--- src/rtl/psp_pkg.sv ---
`timescale 1ns / 1ps
`default_nettype none
// ----------------------------------------------------------------------------
// psp_pkg
// Types and constants shared by the polyphonic sample player.
// ----------------------------------------------------------------------------
package psp_pkg;

  localparam logic [1:0] KIND_TICK    = 2'd0;
  localparam logic [1:0] KIND_TRIGGER = 2'd1;
  localparam logic [1:0] KIND_LOAD    = 2'd2;

  localparam logic [1:0] CFG_AMPLITUDE   = 2'd0;
  localparam logic [1:0] CFG_LOOP_ENABLE = 2'd1;
  localparam logic [1:0] CFG_SOURCE_CH   = 2'd2;

  localparam int          DIV_STEPS     = 17;
  localparam logic [16:0] GAIN_UNITY    = 17'h10000;
  localparam logic [15:0] AMP_RESET     = 16'd16384;

  typedef struct packed {
    logic [1:0]         kind;
    logic [15:0]        begin_pos;
    logic [15:0]        end_pos;
    logic [23:0]        step_rate;
    logic [15:0]        attack_len;
    logic               load_channel;
    logic [15:0]        load_addr;
    logic signed [15:0] load_value;
  } in_item_t;

  typedef struct packed {
    logic signed [31:0] out_ch0;
    logic signed [31:0] out_ch1;
  } out_item_t;

  typedef struct packed {
    logic [31:0] position;
    logic [15:0] begin_pos;
    logic [15:0] end_pos;
    logic [23:0] rate;
    logic [16:0] gain;
    logic [16:0] gain_step;
    logic [15:0] attack_len;
    logic [15:0] out_count;
  } voice_t;

  typedef enum logic [3:0] {
    ST_IDLE,
    ST_DISPATCH,
    ST_VSEL,
    ST_VMEM,
    ST_VMUL,
    ST_VACC,
    ST_OUT,
    ST_DIV,
    ST_TRIG,
    ST_LOAD
  } state_e;

  typedef struct packed {
    logic capture;
    logic acc_clr;
    logic vrd;
    logic mem_rd;
    logic mul;
    logic acc_en;
    logic v_next;
    logic div_start;
    logic div_step;
    logic trig_wr;
    logic load_wr;
    logic out_load;
  } cmd_t;

  typedef struct packed {
    logic [1:0] kind;
    logic       cur_active;
    logic       cur_last;
    logic       div_done;
    logic       out_free;
  } sts_t;

endpackage
`default_nettype wire

--- src/rtl/psp_ctrl.sv ---
`timescale 1ns / 1ps
`default_nettype none
// ----------------------------------------------------------------------------
// psp_ctrl
// Sequencer that walks ticks over the voices, triggers and loads.
// ----------------------------------------------------------------------------
module psp_ctrl (
  input  wire logic         clk_i,
  input  wire logic         rst_ni,
  input  wire logic         in_valid_i,
  output logic              in_ready_o,
  input  wire psp_pkg::sts_t sts_i,
  output psp_pkg::cmd_t     cmd_o
);
  import psp_pkg::*;

  state_e state_q, state_d;

  always_ff @(posedge clk_i or negedge rst_ni) begin
    if (!rst_ni) begin
      state_q <= ST_IDLE;
    end else begin
      state_q <= state_d;
    end
  end

  always_comb begin
    state_d = state_q;
    case (state_q)
      ST_IDLE: begin
        if (in_valid_i) state_d = ST_DISPATCH;
      end
      ST_DISPATCH: begin
        case (sts_i.kind)
          KIND_TICK:    state_d = ST_VSEL;
          KIND_TRIGGER: state_d = ST_DIV;
          KIND_LOAD:    state_d = ST_LOAD;
          default:      state_d = ST_IDLE;
        endcase
      end
      ST_VSEL: begin
        if (sts_i.cur_active) state_d = ST_VMEM;
        else if (sts_i.cur_last) state_d = ST_OUT;
      end
      ST_VMEM: state_d = ST_VMUL;
      ST_VMUL: state_d = ST_VACC;
      ST_VACC: state_d = sts_i.cur_last ? ST_OUT : ST_VSEL;
      ST_OUT: begin
        if (sts_i.out_free) state_d = ST_IDLE;
      end
      ST_DIV: begin
        if (sts_i.div_done) state_d = ST_TRIG;
      end
      ST_TRIG: state_d = ST_IDLE;
      ST_LOAD: state_d = ST_IDLE;
      default: state_d = ST_IDLE;
    endcase
  end

  always_comb begin
    cmd_o      = '0;
    in_ready_o = 1'b0;
    case (state_q)
      ST_IDLE: begin
        in_ready_o    = 1'b1;
        cmd_o.capture = in_valid_i;
      end
      ST_DISPATCH: begin
        cmd_o.acc_clr   = 1'b1;
        cmd_o.div_start = (sts_i.kind == KIND_TRIGGER);
      end
      ST_VSEL: begin
        cmd_o.vrd    = sts_i.cur_active;
        cmd_o.v_next = !sts_i.cur_active && !sts_i.cur_last;
      end
      ST_VMEM: cmd_o.mem_rd = 1'b1;
      ST_VMUL: cmd_o.mul = 1'b1;
      ST_VACC: begin
        cmd_o.acc_en = 1'b1;
        cmd_o.v_next = !sts_i.cur_last;
      end
      ST_OUT:  cmd_o.out_load = sts_i.out_free;
      ST_DIV:  cmd_o.div_step = !sts_i.div_done;
      ST_TRIG: cmd_o.trig_wr = 1'b1;
      ST_LOAD: cmd_o.load_wr = 1'b1;
      default: cmd_o = '0;
    endcase
  end

endmodule
`default_nettype wire

--- config.mk ---
export PLATFORM = sky130hd
export DESIGN_NAME = psp_ctrl
export DESIGN_NICKNAME = d
export VERILOG_FILES = /design/src/rtl/psp_pkg.sv /design/src/rtl/psp_ctrl.sv
export SDC_FILE = /design/constraint.sdc
export NUM_CORES = 1
export LEC_CHECK = 0
export ABC_CLOCK_PERIOD_IN_PS = 2600
export BUFFER_PORTS_ARGS = -buffer_cell sky130_fd_sc_hd__buf_2
export CAP_MARGIN = 20
export CELL_PAD_IN_SITES_DETAIL_PLACEMENT = 0
export CELL_PAD_IN_SITES_GLOBAL_PLACEMENT = 2
export CORE_MARGIN = 2
export CORE_UTILIZATION = 23
export CTS_CLUSTER_DIAMETER = 100
export DETAILED_ROUTE_END_ITERATION = 12
export PLACE_DENSITY_LB_ADDON = 0.1
export SYNTH_ARGS = -nofsm -noshare
export SYNTH_HDL_FRONTEND = slang
export SYNTH_SLANG_ARGS = --single-unit
--- constraint.sdc ---
create_clock -name clk_i -period 2.6 [get_ports clk_i]
set_input_delay 0.52 -clock clk_i [delete_from_list [all_inputs] [get_ports clk_i]]
set_output_delay 0.52 -clock clk_i [all_outputs]
set_load 0.1 [all_outputs]
==> results of run 1 <==
## critical path: cells and delay by family, from the launching register on
family                 cells  cell delay [ns]
and+or+nand+nor            2             0.74
DFF                        1             0.54
buffers and inverters      1             0.19
AOI/OAI and AO/OA          1             0.18
## worst min path at each step
| stage | end | cells past startpoint | start |
|---|---|---|---|
| after floorplan | state_q[0] | 0 | rst_ni |
| after global placement | state_q[1] | 1 | rst_ni |
| after detailed placement | state_q[1] | 1 | rst_ni |
| after CTS | state_q[0] | 1 | rst_ni |
| after global routing | state_q[0] | 1 | rst_ni |
| final | state_q[0] | 1 | rst_ni |
## logic make-up (layout without fill, tap and decap cells)
family | count (synthesis) | in the layout
AO/OA/AOI/OAI | 10 | 10
flip-flops | 4 | 4
buffers and inverters | 11 | 33
adder cells (fa/ha/maj) | 4 | 4
multiplexers | 1 | 1
AND/OR/NAND/NOR | 33 | 33
## routing by layer
layer	vias to the layer above	wire length, um	GRT usage, %
met5	-	0	0
met4	0	0	6.944
met3	0	47	1.190
met2	11	619	19.08
met1	219	553	13.26
li1	257	-	-
## cell type report
class	instances	area share (%)
multi-input combinational	48	54.12
timing repair buffer	23	19.71
sequential	4	14.34
tap	27	4.839
inverter	7	3.763
clock buffer	3	3.226
## synth_stat cells (2+ instances only)
library cell / count / area, um^2
a21oi_1: 3 / 15.01
clkbuf_1: 3 / 11.26
dfrtp_1: 4 / 100.1
ha_1: 4 / 50.05
inv_1: 7 / 26.28
nand2_1: 2 / 7.510
nand2b_1: 6 / 37.54
nor2_1: 8 / 30.03
nor2b_1: 2 / 12.51
nor3_1: 5 / 25.02
## repair_timing
item | 4_1_cts | 5_1_grt
gates resized for setup | 0 | 1
endpoints found under the setup margin | 0 | 1
endpoints found under the hold margin | 0 | 0
## cell usage in the layout (no fill, tap or decap)
| cell | instances |
|---|---|
| buf_2 | 19 |
| inv_1 | 7 |
| nor2_1 | 7 |
| nand2b_1 | 6 |
| ha_1 | 4 |
| clkbuf_4 | 4 |
| dfrtp_1 | 4 |
| nor3_2 | 3 |
| nor2b_1 | 2 |
| nand2_1 | 2 |
| nor3_1 | 2 |
| a21oi_1 | 2 |
| buf_4 | 2 |
| or4b_4 | 1 |
| nor2_2 | 1 |
| nor4_4 | 1 |
| and3_1 | 1 |
| nand2b_4 | 1 |
| a21oi_2 | 1 |
| and2_1 | 1 |
| nand3b_1 | 1 |
| or3_1 | 1 |
| a221oi_1 | 1 |
| o21a_1 | 1 |
| and3b_1 | 1 |
| o21ai_1 | 1 |
| o211ai_4 | 1 |
| mux2_1 | 1 |
| nor3b_1 | 1 |
| nor4b_1 | 1 |
| o311ai_0 | 1 |
| a2bb2oi_1 | 1 |
| o31ai_1 | 1 |
| buf_12 | 1 |
## through the flow
stage	utilization [%]	worst slack [ns]	cell area, um^2
final	35.23	0.1871	698.2
after global routing	35.23	0.07705	698.2
after global placement	33.96	0.3528	673.1
after floorplan	-	-0.5909	526.8
after detailed placement	33.96	0.3472	673.1
after CTS	35.10	0.09129	695.7
==> flow_summary.toml, run 1 <==
[worst_setup_path]
crit_chain = "or4b_4 -> nand2b_4 -> a21oi_2 -> buf_12"
crit_end = "cmd_o[5]"
ff2ff_path_depth = 4
cp.required_ns = 2.08
cp_max_fo = 14
worst_setup_path_start_kind = "flip-flop"
ff2ff_setup_slack_ns = 0.66
rr_endpoint = "state_q[2]"
end_kind = "output pin"
critical_path_class = "flip-flop to output pin"
r2r_start = "state_q[0]"
cp.arrival_ns = 1.89
cp_slowest_cell = "or4b_4"
crit_path_start = "state_q[0]"
critical-path-max-stage-delay_ns = 0.57

[floorplanning]
coreArea_mm2 = 0.001982
dieArea_mm2 = 0.002518
fp-row-count = 16
start_util_pct = 24.75
dieHeight_um = 50.18
die_w_um = 50.18
ios = 22

[cells_and_area]
multi_input_area_um2 = 377.9
top_regs = "state_q (4)"
final_nets = 100
seq_area_um2 = 100.1
largest_register_ffs = 4
areaGrowthSynthToFinish_pct = 42.35
fillers = 217
drive_gt1_share_pct = 41.18
top_register = "state_q"
fin_cells = 112
antenna_cells = 0

[clock_network]
cts_tree = "done"
cts_root_buf = "clkbuf_4"
cts_hold_buf = 0
cts_buffers = 3
htreeDepth = 1
postCtsSetupBuffers = 0
clock-sinks = 4
clockBufferDepth = 2
clkSlewWorstSetupHoldPaths_ns = 0.04
clock_latency_ns = 0.23

[logic_synthesis]
async_flop_share_pct = 100.0
synth_compound_area_share_pct = 16.84
syn_inst = 63
ys_ff_latch = 4
yosys.area_share.simple_pct = 40.31
syn_area_um2 = 490.5
ys_warn_count = 0
synthFlopType = "dfrtp_1"
synth-seq-area-share_pct = 20.41
syn_avg_cell_area_um2 = 7.785
synth_nets = 76
synthAdderAreaFrac_pct = 10.20
synth_enable_flop_cells = 0
muxShareOfSynthArea_pct = 2.296
synth_cell_type_count = 29
synth_top_family_by_area = "simple AND/OR/NAND/NOR gates"
synth_xor_area_share_pct = 0

[detailed_routing]
drtIter0Drc = 3
viasPerCell = 4.348
antenna_violating_nets_post_route = 0
vias = 487
firstDrtPassIters = 2
wl_per_cell_um = 10.89
totalWireLength_um = 1220
drc = 0

[flow_run]
cap_violations = 0

[global_route]
grt_max_degree = 15
antenna_found_initial = 0
grt_pass1_wl_um = 2132
grt_pass1_vias = 493
grt_overflow_total = 0
grtUsageTotal_pct = 11.17

[sta]
period_needed_ns = 2.413
tightestPinTransition_ns = 0.4880
rsz0062_at_grt = "false"
hold_viol = 0
fmax_ghz = 0.4144
finalSetupTns_ns = 0
skew_ns = 0.001963
final.period_utilization_pct = 92.81
setup_violations = 0
hold_ws_ns = 0.08276
slew_violations = 0
relSlewSlack_pct = 67.47

[status]
status = "completed"

[place]
dp_hpwl_um = 1001
finalWeightedCongestion = 0.7055
dpl.cell_count = 109
port_buffers = 21

[hold_path]
min_path_type = "input port to async pin"
Power of run 1 is not shown: default switching activity piles up to over one toggle a cycle in this logic, so the estimate is an artifact.
==> inputs of run 2 (changes only) <==
--- a/constraint.sdc
+++ b/constraint.sdc
@@ -3,2 +3,2 @@
 set_output_delay 0.52 -clock clk_i [all_outputs]
-set_load 0.1 [all_outputs]
+set_load 0.005 [all_outputs]
==> flow_summary.toml, run 2 (same netlist as run 1, synthesis figures left out) <==
[sta]
rsz0062_at_grt = "false"
tightestPinTransition_ns = 0.4423
fmax_ghz = 0.4348
finalSetupTns_ns = 0
period_needed_ns = 2.300
slew_violations = 0
skew_ns = 0.001824
relSlewSlack_pct = 70.51
setup_violations = 0
final.period_utilization_pct = 88.46
hold_viol = 0

[cells_and_area]
mostFrequentLayoutCell = "buf_2"
largest_register_ffs = 4
final_nets = 98
fin_cells = 110
antenna_cells = 0
drive_gt1_share_pct = 32.53
top_register = "state_q"
areaGrowthSynthToFinish_pct = 28.32
final_cell_mix = "buf_2 (21), nor2_1 (8), inv_1 (7)"
top_regs = "state_q (4)"

[worst_setup_path]
rr_endpoint = "state_q[2]"
cp.required_ns = 2.08
crit_path_start = "state_q[1]"
worst_setup_path_start_kind = "flip-flop"
crit_end = "cmd_o[5]"
end_kind = "output pin"
critical_path_class = "flip-flop to output pin"
ff2ff_path_depth = 4
cp_max_fo = 16
r2r_start = "state_q[1]"
ff2ff_setup_slack_ns = 0.63
cp.arrival_ns = 1.78

[detailed_routing]
wl_per_cell_um = 11.14
drc = 0
firstDrtPassIters = 2
vias = 491
antenna_violating_nets_post_route = 0
totalWireLength_um = 1225
viasPerCell = 4.464
drtIter0Drc = 1

[hold_path]
min_path_type = "input port to async pin"

[floorplanning]
ios = 22
die_w_um = 50.18
start_util_pct = 24.75
dieHeight_um = 50.18
dieArea_mm2 = 0.002518
coreArea_mm2 = 0.001982
fp-row-count = 16

[flow_run]
cap_violations = 0

[clock_network]
postCtsResizedCells = 0
clock-sinks = 4
cts_root_buf = "clkbuf_4"
htreeDepth = 1
postCtsSetupBuffers = 0
cts_hold_buf = 0
clkSlewWorstSetupHoldPaths_ns = 0.04
cts_buffers = 3
clock_latency_ns = 0.23
clockBufferDepth = 2
cts_tree = "done"

[place]
port_buffers = 21
dp_hpwl_um = 957.6
dpl.cell_count = 107
finalWeightedCongestion = 0.7249

[global_route]
grt_pass1_wl_um = 2070
grt_max_degree = 17
grtUsageTotal_pct = 10.87
grt_pass1_vias = 457
grt_overflow_total = 0
antenna_found_initial = 0

[power_and_ir_drop]
power_leakage_uw = 0.0003471
ir_worst_vdd_mv = 0.4225
p_per_area_mw_per_mm2 = 967.7

[status]
status = "completed"
## run 2: cell count changes in the layout (fill, tap and decap cells not counted)
cell and delta:
nor3_1 +3, nor3_2 -3, buf_2 +2, buf_4 -2, a21oi_1 +1, a21oi_2 -1, buf_12 -1, clkbuf_4 -1
nor2_1 +1, nor2_2 -1, nor4_1 +1, nor4_4 -1
## run 2: layout make-up
| class | instances | area, um^2 |
|---|---|---|
| inverters | 7 | 26.28 |
| flip-flops and latches | 4 | 100.1 |
| multi-input cells | 48 | 341.6 |
| clock buffers | 3 | 22.52 |
| well taps | 27 | 33.78 |
| repair buffers | 21 | 105.1 |
| fillers | 224 | 1353 |
## run 2: where the power goes
| group | switching, uW | internal (uW) |
|---|---|---|
| Sequential | 100 | 92.6 |
| Clock | 24.9 | 51.6 |
| Combinational | 155 | 185 |
| Total | 280 | 329 |
## run 2: worst min path at each step
stage,start,endpoint,slack (ns),cells past startpoint
final,rst_ni,state_q[0],0.08,1
after global routing,rst_ni,state_q[0],0.08,1
after CTS,rst_ni,state_q[0],0.08,1
after detailed placement,rst_ni,state_q[0],0.33,1
after global placement,rst_ni,state_q[3],0.33,1
after floorplan,rst_ni,state_q[0],0.22,0
## run 2: critical path, stage by stage, from the launching register on
cell      delay, ns
dfrtp_1        0.60
or4b_4         0.53
nand2b_4       0.17
a21oi_1        0.13
buf_2          0.12
## run 2: metal layers
metal / vias up / share of wire, % / GRT usage [%]
met5: - / 0 / 0
met4: 0 / 0 / 5.556
met3: 0 / 3.7 / 2.083
met2: 9 / 47 / 16.01
met1: 227 / 49 / 14.97
li1: 255 / - / -
## run 2: through the flow
step	utilization [%]	total power [uW]	cell area (um^2)	hold slack [ns]	setup WS, ns
global route	31.76	677.6	629.4	0.08313	0.2170
floorplan	-	433.7	490.5	0.2244	0.7640
global placement	30.62	551.0	606.8	0.3271	0.5475
finish	31.76	609.0	629.4	0.08419	0.3002
detailed placement	30.62	541.0	606.8	0.3293	0.5294
CTS	31.76	619.9	629.4	0.08016	0.2818
(Power assumes the default switching activity.)
==> inputs of run 3 (changes only) <==
ABC_CLOCK_PERIOD_IN_PS = default   (was 2600)
REMOVE_ABC_BUFFERS = 1   (was default)
==> flow_summary.toml, run 3 (same netlist as run 1, synthesis figures left out) <==
[status]
status = "completed"

[clock_network]
clock-sinks = 4
cts_hold_buf = 0
postCtsResizedCells = 0
clkSlewWorstSetupHoldPaths_ns = 0.04
cts_buffers = 3
clock_latency_ns = 0.23
cts_tree = "done"
postCtsSetupBuffers = 0
htreeDepth = 1
cts_root_buf = "clkbuf_4"
clockBufferDepth = 2

[sta]
hold_viol = 0
relSlewSlack_pct = 72.39
skew_ns = 0.005156
rsz0062_at_grt = "false"
slew_violations = 0
period_needed_ns = 2.286
final.period_utilization_pct = 87.91
setup_violations = 0
hold_ws_ns = 0.08474
finalSetupTns_ns = 0
fmax_ghz = 0.4375
tightestPinTransition_ns = 0.4089
layout_setup_ws_ns = 0.3143

[detailed_routing]
firstDrtPassIters = 4
drtIter0Drc = 6
drc = 0
antenna_violating_nets_post_route = 0
vias = 493
totalWireLength_um = 1199
viasPerCell = 4.441
wl_per_cell_um = 10.80

[power_and_ir_drop]
switching_share_pct = 45.11
p_comb_share_pct = 60.7
power_frac_seq_pct = 27.2
p_per_area_mw_per_mm2 = 968.2
switching_power_uw = 278.1
intPower_uw = 338.5
ir_worst_vdd_mv = 0.4841
p_clk_share_pct = 12.1
power_leakage_uw = 0.0003522

[flow_run]
cap_violations = 0

[global_route]
antenna_found_initial = 0
grt_util_met3_pct = 2.083
met2_usage_pct = 16.01
grt_overflow_total = 0
gr-usage-met1_pct = 13.24
grt_pass1_wl_um = 1952
grt_max_degree = 16
grt.busiest_layer = "met2"
grtUsageTotal_pct = 10.10
grt_pass1_vias = 435

[worst_setup_path]
ff2ff_setup_slack_ns = 0.65
ff2ff_path_depth = 4
critical_path_class = "flip-flop to output pin"
cp.required_ns = 2.08
cp.arrival_ns = 1.77
end_kind = "output pin"
worst_setup_path_start_kind = "flip-flop"
r2r_start = "state_q[2]"
crit_end = "cmd_o[5]"
rr_endpoint = "state_q[2]"
cp_max_fo = 14
crit_path_start = "state_q[2]"

[floorplanning]
ios = 22
start_util_pct = 24.75
fp-row-count = 16
dieArea_mm2 = 0.002518
dieHeight_um = 50.18
die_w_um = 50.18
coreArea_mm2 = 0.001982

[cells_and_area]
areaGrowthSynthToFinish_pct = 29.85
fin_cells = 111
final_nets = 99
drive_gt1_share_pct = 33.33
antenna_cells = 0
final_cell_mix = "buf_2 (21), nor2_1 (8), inv_1 (7)"
top_register = "state_q"
mostFrequentLayoutCell = "buf_2"
largest_register_ffs = 4
top_regs = "state_q (4)"

[place]
port_buffers = 21
dpl_worst_slack_ns = 0.5593
dp_hpwl_um = 969.8
finalWeightedCongestion = 0.6942
dpl.cell_count = 108

[hold_path]
min_path_type = "input port to async pin"
## run 3: layout make-up
cell class / instances / area, um^2
fill: 222 / 1345
multi-input combinational: 48 / 341.6
timing repair buffer: 22 / 112.6
sequential: 4 / 100.1
tap: 27 / 33.78
inverter: 7 / 26.28
clock buffer: 3 / 22.52
## run 3: per-layer routing
metal | routed length [um] | share of wire (%)
met1 | 570 | 48
met2 | 594 | 50
met3 | 34 | 2.8
met4 | 0 | 0
met5 | 0 | 0
## run 3: metrics by stage
stage	instance area [um^2]	util (%)	total power, uW
final	636.9	32.13	616.6
after global routing	636.9	32.13	681.8
after CTS	636.9	32.13	629.8
after detailed placement	614.3	31.00	549.8
after global placement	614.3	31.00	555.4
after floorplan	467.9	-	408.2
## run 3: worst max-delay path, stage by stage, from the launching register on
cell	delay (ns)
dfrtp_1	0.51
or4b_4	0.60
nand2b_4	0.17
a21oi_1	0.13
buf_2	0.12
## run 3: worst min-delay path by stage
stage               startpoint          to  depth (start not counted)
floorplan               rst_ni  state_q[0]                          0
global placement        rst_ni  state_q[1]                          1
detailed placement      rst_ni  state_q[2]                          1
CTS                     rst_ni  state_q[2]                          1
global route            rst_ni  state_q[3]                          1
finish                  rst_ni  state_q[3]                          1
## run 3: power groups by stage
stage	combinational (uW)	sequential (uW)	clock (uW)
after floorplan	246	163	0
after global placement	388	167	0
after detailed placement	380	170	0
after CTS	382	169	78.9
after global routing	419	177	86.1
final	374	168	74.5
